[src/design/eeg_pkg.sv]
// Shared constants and controller/datapath handshake types for the extended Euclid unit.
package eeg_pkg;

    // Default operand width; the top level hands this down as a parameter.
    localparam int OPERAND_WIDTH_DEF = 31;

    // Fixed widths of the result fields.
    localparam int GCD_W  = 31;
    localparam int COEF_W = 32;

    // Commands from the controller to the datapath.
    typedef struct packed {
        logic load;      // Capture and order a new operand pair.
        logic start;     // Seed the divider from the current remainder pair.
        logic div_step;  // One restoring division step.
        logic mul_a;     // Quotient times the first lower coefficient.
        logic mul_b;     // Quotient times the second lower coefficient.
        logic update;    // Shift the remainder and coefficient pairs.
        logic finish;    // Write the result word into the output register.
    } eeg_cmd_t;

    // Status from the datapath to the controller.
    typedef struct packed {
        logic operand_zero;  // Either operand at the input is zero.
        logic div_last;      // The divider is on its final step.
        logic rem_zero;      // The finished remainder is zero.
    } eeg_status_t;

endpackage

[src/design/eeg_if.sv]
// Valid/ready channel interfaces for the operand and result words.
interface eeg_in_if #(
    parameter int OPERAND_WIDTH = eeg_pkg::OPERAND_WIDTH_DEF
);
    logic                     valid;
    logic                     ready;
    logic [OPERAND_WIDTH-1:0] first_value;
    logic [OPERAND_WIDTH-1:0] second_value;

    modport source (output valid, output first_value, output second_value, input ready);
    modport sink   (input valid, input first_value, input second_value, output ready);
endinterface

interface eeg_out_if;
    import eeg_pkg::*;

    logic                     valid;
    logic                     ready;
    logic [GCD_W-1:0]         gcd_value;
    logic signed [COEF_W-1:0] coef_first;
    logic signed [COEF_W-1:0] coef_second;
    logic                     bad_operand;

    modport source (output valid, output gcd_value, output coef_first, output coef_second,
                    output bad_operand, input ready);
    modport sink   (input valid, input gcd_value, input coef_first, input coef_second,
                    input bad_operand, output ready);
endinterface

[src/design/eeg_ctrl.sv]
// Sequencing state machine for the extended Euclid unit.
module eeg_ctrl (
    input  logic                 clk,
    input  logic                 rst_n,
    input  logic                 in_valid,
    output logic                 in_ready,
    output logic                 out_valid,
    input  logic                 out_ready,
    input  eeg_pkg::eeg_status_t status,
    output eeg_pkg::eeg_cmd_t    cmd
);
    import eeg_pkg::*;

    typedef enum logic [7:0] {
        S_IDLE   = 8'b0000_0001,
        S_START  = 8'b0000_0010,
        S_DIV    = 8'b0000_0100,
        S_CHECK  = 8'b0000_1000,
        S_MULA   = 8'b0001_0000,
        S_MULB   = 8'b0010_0000,
        S_UPDATE = 8'b0100_0000,
        S_FINISH = 8'b1000_0000
    } state_t;

    state_t state_reg;
    state_t state_next;
    logic   out_valid_reg;
    logic   out_valid_next;
    logic   slot_free;

    // The output register can take a new word when empty or being drained.
    assign slot_free = !out_valid_reg || out_ready;
    assign in_ready  = (state_reg == S_IDLE);
    assign out_valid = out_valid_reg;

    always_comb
    begin
        state_next = state_reg;
        cmd        = '0;
        case (state_reg)
            S_IDLE:
            begin
                if (in_valid)
                begin
                    cmd.load   = 1'b1;
                    state_next = status.operand_zero ? S_FINISH : S_START;
                end
            end
            S_START:
            begin
                cmd.start  = 1'b1;
                state_next = S_DIV;
            end
            S_DIV:
            begin
                cmd.div_step = 1'b1;
                if (status.div_last)
                begin
                    state_next = S_CHECK;
                end
            end
            S_CHECK:
            begin
                state_next = status.rem_zero ? S_FINISH : S_MULA;
            end
            S_MULA:
            begin
                cmd.mul_a  = 1'b1;
                state_next = S_MULB;
            end
            S_MULB:
            begin
                cmd.mul_b  = 1'b1;
                state_next = S_UPDATE;
            end
            S_UPDATE:
            begin
                cmd.update = 1'b1;
                state_next = S_START;
            end
            S_FINISH:
            begin
                if (slot_free)
                begin
                    cmd.finish = 1'b1;
                    state_next = S_IDLE;
                end
            end
            default:
            begin
                state_next = S_IDLE;
            end
        endcase
    end

    always_comb
    begin
        out_valid_next = out_valid_reg;
        if (cmd.finish)
        begin
            out_valid_next = 1'b1;
        end
        else if (out_ready)
        begin
            out_valid_next = 1'b0;
        end
    end

    always_ff @(posedge clk or negedge rst_n)
    begin
        if (!rst_n)
        begin
            state_reg     <= S_IDLE;
            out_valid_reg <= 1'b0;
        end
        else
        begin
            state_reg     <= state_next;
            out_valid_reg <= out_valid_next;
        end
    end

endmodule

[src/design/eeg_datapath.sv]
// Remainder, coefficient, divider and multiplier registers of the extended Euclid unit.
module eeg_datapath #(
    parameter int OPERAND_WIDTH = eeg_pkg::OPERAND_WIDTH_DEF
) (
    input  logic                              clk,
    input  logic [OPERAND_WIDTH-1:0]          first_value,
    input  logic [OPERAND_WIDTH-1:0]          second_value,
    input  eeg_pkg::eeg_cmd_t                 cmd,
    output eeg_pkg::eeg_status_t              status,
    output logic [eeg_pkg::GCD_W-1:0]         gcd_value,
    output logic signed [eeg_pkg::COEF_W-1:0] coef_first,
    output logic signed [eeg_pkg::COEF_W-1:0] coef_second,
    output logic                              bad_operand
);
    import eeg_pkg::*;

    localparam int W     = OPERAND_WIDTH;
    localparam int CNT_W = $clog2(W);

    // Remainder pair and the matching coefficient pairs (a: first operand, b: second).
    logic [W-1:0]      rhi_reg, rlo_reg;
    logic [COEF_W-1:0] fahi_reg, falo_reg, fbhi_reg, fblo_reg;
    logic              bad_reg;

    // Restoring divider.
    logic [W-1:0]      rem_reg, quo_reg;
    logic [CNT_W-1:0]  cnt_reg;
    logic [W:0]        shifted, diff;
    logic              fits;

    // Shared multiplier and its product registers.
    logic [63:0]       quo_ext;
    logic [COEF_W-1:0] quo_trunc, mul_src, product;
    logic [COEF_W-1:0] pa_reg, pb_reg;

    // Output word registers.
    logic [GCD_W-1:0]  gcd_reg;
    logic [COEF_W-1:0] ca_reg, cb_reg;
    logic              bad_out_reg;
    logic [63:0]       rlo_ext;

    assign status.operand_zero = (first_value == '0) || (second_value == '0);
    assign status.div_last     = (cnt_reg == CNT_W'(W - 1));
    assign status.rem_zero     = (rem_reg == '0);

    // One division step: shift in the next dividend bit and subtract if it fits.
    assign shifted = {rem_reg, quo_reg[W-1]};
    assign diff    = shifted - {1'b0, rlo_reg};
    assign fits    = (shifted >= {1'b0, rlo_reg});

    // Coefficients wrap at their field width, so the quotient is cut to match.
    assign quo_ext   = 64'(quo_reg);
    assign quo_trunc = quo_ext[COEF_W-1:0];
    assign mul_src   = cmd.mul_a ? falo_reg : fblo_reg;
    assign product   = mul_src * quo_trunc;

    assign rlo_ext = 64'(rlo_reg);

    always_ff @(posedge clk)
    begin
        if (cmd.load)
        begin
            bad_reg <= status.operand_zero;
            if (first_value > second_value)
            begin
                rhi_reg  <= first_value;
                rlo_reg  <= second_value;
                fahi_reg <= COEF_W'(1);
                falo_reg <= '0;
                fbhi_reg <= '0;
                fblo_reg <= COEF_W'(1);
            end
            else
            begin
                rhi_reg  <= second_value;
                rlo_reg  <= first_value;
                fahi_reg <= '0;
                falo_reg <= COEF_W'(1);
                fbhi_reg <= COEF_W'(1);
                fblo_reg <= '0;
            end
        end
        else if (cmd.update)
        begin
            rhi_reg  <= rlo_reg;
            rlo_reg  <= rem_reg;
            fahi_reg <= falo_reg;
            falo_reg <= fahi_reg - pa_reg;
            fbhi_reg <= fblo_reg;
            fblo_reg <= fbhi_reg - pb_reg;
        end

        if (cmd.start)
        begin
            rem_reg <= '0;
            quo_reg <= rhi_reg;
            cnt_reg <= '0;
        end
        else if (cmd.div_step)
        begin
            rem_reg <= fits ? diff[W-1:0] : shifted[W-1:0];
            quo_reg <= {quo_reg[W-2:0], fits};
            cnt_reg <= cnt_reg + CNT_W'(1);
        end

        if (cmd.mul_a)
        begin
            pa_reg <= product;
        end
        if (cmd.mul_b)
        begin
            pb_reg <= product;
        end

        if (cmd.finish)
        begin
            bad_out_reg <= bad_reg;
            if (bad_reg)
            begin
                gcd_reg <= '0;
                ca_reg  <= '0;
                cb_reg  <= '0;
            end
            else
            begin
                gcd_reg <= rlo_ext[GCD_W-1:0];
                ca_reg  <= falo_reg;
                cb_reg  <= fblo_reg;
            end
        end
    end

    assign gcd_value   = gcd_reg;
    assign coef_first  = ca_reg;
    assign coef_second = cb_reg;
    assign bad_operand = bad_out_reg;

endmodule

[src/design/extended_euclid_gcd_unit.sv]
// Top level of the extended Euclid unit: greatest common divisor with Bezout coefficients.
//
//   Channel   Direction  Payload
//   operands  in         first_value, second_value (OPERAND_WIDTH bits each, unsigned)
//   results   out        gcd_value (31 b), coef_first, coef_second (32 b signed), bad_operand
//
// One operand word is worked on at a time. The larger operand is divided by the smaller
// one with a restoring divider that retires one quotient bit per cycle. Each quotient
// and remainder step passes the start, divide and check states, and every step that
// leaves a nonzero remainder then runs the shared coefficient multiplier for each lower
// coefficient in turn and the register update. A word with a zero operand goes straight
// from acceptance to the finish state.
// Reset clears the controller and the output valid flag; the datapath needs no reset.
// A finished result waits in the output register while the next operand word is accepted;
// the unit only stalls in its finish state while that register is full and not drained.
module extended_euclid_gcd_unit #(
    parameter int OPERAND_WIDTH = eeg_pkg::OPERAND_WIDTH_DEF
) (
    input logic      clk,
    input logic      rst_n,
    eeg_in_if.sink   operands,
    eeg_out_if.source results
);
    import eeg_pkg::*;

    // Commands and status between the controller and the datapath.
    eeg_cmd_t    cmd;
    eeg_status_t status;

    // The controller owns both handshakes; the datapath owns every payload register.
    eeg_ctrl u_ctrl (
        .clk       (clk),
        .rst_n     (rst_n),
        .in_valid  (operands.valid),
        .in_ready  (operands.ready),
        .out_valid (results.valid),
        .out_ready (results.ready),
        .status    (status),
        .cmd       (cmd)
    );

    eeg_datapath #(
        .OPERAND_WIDTH (OPERAND_WIDTH)
    ) u_datapath (
        .clk          (clk),
        .first_value  (operands.first_value),
        .second_value (operands.second_value),
        .cmd          (cmd),
        .status       (status),
        .gcd_value    (results.gcd_value),
        .coef_first   (results.coef_first),
        .coef_second  (results.coef_second),
        .bad_operand  (results.bad_operand)
    );

endmodule

[src/flat_wrapper.sv]
// flat-port wrapper written by rule: the top's interface ports become plain ports
module extended_euclid_gcd_unit_flat import eeg_pkg::*;
#(
    parameter int OPERAND_WIDTH = eeg_pkg::OPERAND_WIDTH_DEF
)
  (clk, rst_n, operands_valid, operands_first_value, operands_second_value, operands_ready, results_valid, results_gcd_value, results_coef_first, results_coef_second, results_bad_operand, results_ready);
  eeg_in_if #(.OPERAND_WIDTH(OPERAND_WIDTH)) operands_i ();
  eeg_out_if results_i ();
  input logic clk;
  input logic rst_n;
  input wire logic [$bits(operands_i.valid)-1:0] operands_valid;
  input wire logic [$bits(operands_i.first_value)-1:0] operands_first_value;
  input wire logic [$bits(operands_i.second_value)-1:0] operands_second_value;
  output wire logic [$bits(operands_i.ready)-1:0] operands_ready;
  output wire logic [$bits(results_i.valid)-1:0] results_valid;
  output wire logic [$bits(results_i.gcd_value)-1:0] results_gcd_value;
  output wire logic [$bits(results_i.coef_first)-1:0] results_coef_first;
  output wire logic [$bits(results_i.coef_second)-1:0] results_coef_second;
  output wire logic [$bits(results_i.bad_operand)-1:0] results_bad_operand;
  input wire logic [$bits(results_i.ready)-1:0] results_ready;
  assign operands_i.valid = operands_valid;
  assign operands_i.first_value = operands_first_value;
  assign operands_i.second_value = operands_second_value;
  assign operands_ready = operands_i.ready;
  assign results_valid = results_i.valid;
  assign results_gcd_value = results_i.gcd_value;
  assign results_coef_first = results_i.coef_first;
  assign results_coef_second = results_i.coef_second;
  assign results_bad_operand = results_i.bad_operand;
  assign results_i.ready = results_ready;
  extended_euclid_gcd_unit #(.OPERAND_WIDTH(OPERAND_WIDTH)) u_core (.clk(clk), .rst_n(rst_n), .operands(operands_i), .results(results_i));
endmodule
[config.mk]
export PLATFORM = sky130hd
export DESIGN_NAME = extended_euclid_gcd_unit_flat
export DESIGN_NICKNAME = d
export VERILOG_FILES = /design/src/design/eeg_pkg.sv /design/src/design/eeg_if.sv /design/src/design/eeg_ctrl.sv /design/src/design/eeg_datapath.sv /design/src/design/extended_euclid_gcd_unit.sv /design/src/flat_wrapper.sv
export SDC_FILE = /design/constraint.sdc
export NUM_CORES = 2
export LEC_CHECK = 0
export BUFFER_PORTS_ARGS = -buffer_cell sky130_fd_sc_hd__buf_4
export CAP_MARGIN = 25
export CORE_ASPECT_RATIO = 2
export CORE_MARGIN = 2
export CORE_UTILIZATION = 53
export CTS_CLUSTER_DIAMETER = 30
export DETAILED_ROUTE_END_ITERATION = 7
export PLACE_DENSITY = 0.81
export SKIP_LAST_GASP = 1
export SYNTH_ARGS = -nofsm -noshare
export SYNTH_HDL_FRONTEND = slang
export SYNTH_HIERARCHICAL = 1
export SYNTH_SLANG_ARGS = --single-unit
[constraint.sdc]
create_clock -name clk -period 11.65 [get_ports clk]
set_input_delay 2.9125 -clock clk [delete_from_list [all_inputs] [get_ports clk]]
set_output_delay 2.9125 -clock clk [all_outputs]
set_load 0.005 [all_outputs]
==> impl_metrics.py <==
metrics = {
    "logic_synthesis": {
        "synth_nets": 4455,
        "synth-edff-count": 382,
        "syn_inst": 3731,
        "seq_area_frac_synth_pct": 32.18,
        "synth_area_leaders": "edfxtp_1, fa_1, ha_1",
        "synth_area_leader_cell": "edfxtp_1",
        "synth_top_area_share_pct": 29.73,
        "synthFlopType": "edfxtp_1",
        "synth_seq_cells": 427,
        "synth_area_mm2": 0.03859,
        "synthArstFlopShare_pct": 2.108,
        "yosys_warnings": 6,
        "synth_cell_types": 100,
        "synth.avg_cell_area_um2": 10.34,
    },
    "floorplanning": {
        "die_h_um": 385.6,
        "start_util_pct": 53.21,
        "core_mm2": 0.07252,
        "io_pins": 164,
        "dieArea_mm2": 0.07511,
        "die_width_um": 194.8,
        "fp-row-count": 140,
    },
    "sta": {
        "hold_slack_ps": 524.6,
        "finalSetupViolations": 0,
        "finClkSkew_ps": 54.70,
        "rsz0062_at_grt": "false",
        "fin_tns_setup_ps": 0,
        "tightest_slew_ps": 1030,
        "min_period_over_period_pct": 80.73,
        "final-hold-violation-count": 0,
        "relSlewSlack_pct": 31.31,
        "max_freq_mhz": 106.3,
        "fin_crit_ps": 9405,
        "slew_violations": 0,
    },
    "cts": {
        "cts.hold.buffers_added": 0,
        "post_cts_buffers": 0,
        "cts_tree": "done",
        "cts_root_buffer": "clkbuf_16",
        "ctsLongestPathBuffers": 3,
        "cts.sinks": 427,
        "cts_max_level": 2,
        "cts_resized": 0,
        "cts-buffers-inserted": 60,
        "clk_latency_ps": 670,
        "clk_pin_slew_ps": 60,
    },
    "worst_setup_path": {
        "crit_path_max_fanout": 44,
        "path_class": "reg2reg",
        "cp_data_required_time_ps": 12060,
        "start_kind": "flip-flop",
        "crit_path_max_incr_delay_ps": 650,
        "arrival_ps": 9820,
        "critPathMostFrequentCell": "fa_1",
        "end_kind": "flip-flop",
        "crit_path_top_delay_cell": "mux2_2",
    },
    "layout": {
        "drive_gt1_share_pct": 11.13,
        "area_delta_synth_final_pct": 10.91,
        "antenna_cells": 0,
        "nNetsFinal": 4545,
        "fill_cells": 5902,
        "design_area_mm2": 0.04280,
    },
    "grt": {
        "grt_max_degree": 103,
        "grt_pass1_vias": 30339,
        "antenna_found_initial": 2,
        "track_usage_pct": 30.97,
        "overflow": 0,
        "grt_pass1_wl_mm": 172.8,
    },
    "placed_design": {
        "dp_hpwl_mm": 86.86,
        "gp_congestion": 0.9898,
        "dpl_cell_area_mm2": 0.04054,
        "io_buffers": 163,
    },
    "detailed_routing": {
        "wl_per_cell_um": 23.94,
        "totalWireLength_mm": 114.8,
        "drt_iter0_markers": 1900,
        "dr_total_vias": 28700,
        "vias_per_cell": 5.984,
        "drc": 0,
        "ant_nets": 0,
        "drt_pass1_iterations": 7,
    },
    "worst_hold_path": {
        "hold_class": "reg2reg",
    },
    "run": {
        "cap_violations": 0,
    },
    "outcome": {
        "status": "completed",
    },
}
[layout make-up]
class                           count  area, um2  area share (%)
Multi-Input combinational cell   2595      23460           54.82
Sequential cell                   427      12420           29.02
Inverter                          542       2034           4.754
Timing Repair Buffer              195       1551           3.625
Clock buffer                       63       1533           3.581
Tap cell                          923       1155           2.698
Clock inverter                     51      643.1           1.503
[cells in the mapped netlist, drive strengths merged, types with 31 or more instances]
library cell,number
a211oi,39
a21o,62
a21oi,137
and2,292
clkbuf,142
dfxtp,36
edfxtp,382
fa,412
ha,246
inv,542
mux2,62
mux2i,45
nand2,332
nand3,55
nor2,202
nor2b,158
nor3,39
nor4,31
o21ai,61
o221ai,37
xnor2,106
xor2,52
[metrics by stage]
step	setup slack, ps	instances	util [%]
after floorplan	874.7	3731	-
after global placement	2484	4677	55.86
after detailed placement	2334	4679	55.90
after CTS	2294	4793	58.90
after global routing	1843	4796	59.02
final	2245	4796	59.02
[per-layer routing]
layer	up-vias	track usage [%]	part of all wire, %
met5	-	0	0.015
met4	2	34.38	13
met3	626	5.350	6.4
met2	1384	55.18	51
met1	14208	28.18	29
li1	12480	-	-
[final timing paths]
path / startpoint / to / slack, ps / cells past startpoint
worst min register to register: u_core/u_datapath/cnt_reg[4] / u_core/u_datapath/cnt_reg[4] / 520 / 2
max in group asynchronous: rst_n / u_core/u_ctrl/state_reg[0] / 9370 / 1
min in group asynchronous: rst_n / u_core/u_ctrl/state_reg[7] / 2060 / 1
worst min-delay path: u_core/u_datapath/cnt_reg[4] / u_core/u_datapath/cnt_reg[4] / 520 / 2
worst max register to register: u_core/u_ctrl/state_reg[6] / u_core/u_datapath/pb_reg[29] / 2240 / 29
worst max-delay path: u_core/u_ctrl/state_reg[6] / u_core/u_datapath/pb_reg[29] / 2240 / 29
[cell families (layout without fill, tap and decap cells)]
group / Yosys count / in the layout / share of synthesized area (%)
multiplexers: 107 / 107 / 3.054
adder cells (fa/ha/maj): 658 / 658 / 29.35
buffers and inverters: 709 / 851 / 7.097
AO/OA/AOI/OAI: 457 / 457 / 8.427
flip-flops: 427 / 427 / 32.18
AND/OR/NAND/NOR: 1215 / 1215 / 16.31
XOR/XNOR: 158 / 158 / 3.586
[cell usage in the layout (no fill, tap or decap), types with 106 or more instances in the layout]
cell type / n
a21oi_1: 133
xnor2_1: 106
buf_4: 189
fa_1: 412
ha_1: 246
and2_1: 289
edfxtp_1: 382
nor2b_1: 156
inv_1: 541
nor2_1: 200
nand2_1: 332
[critical path, delay by kind of cell, from the launching register on]
family | cells | cell delay [ps]
and+or+nand+nor | 4 | 1050
adders and majority gates | 9 | 4230
buffers and inverters | 6 | 860
xor gates and xnor gates | 1 | 100
muxes | 1 | 650
AOI/OAI and AO/OA | 8 | 1680
DFF | 1 | 450
Power is not shown: default switching activity piles up to over one toggle a cycle in this logic, so the estimate is an artifact.
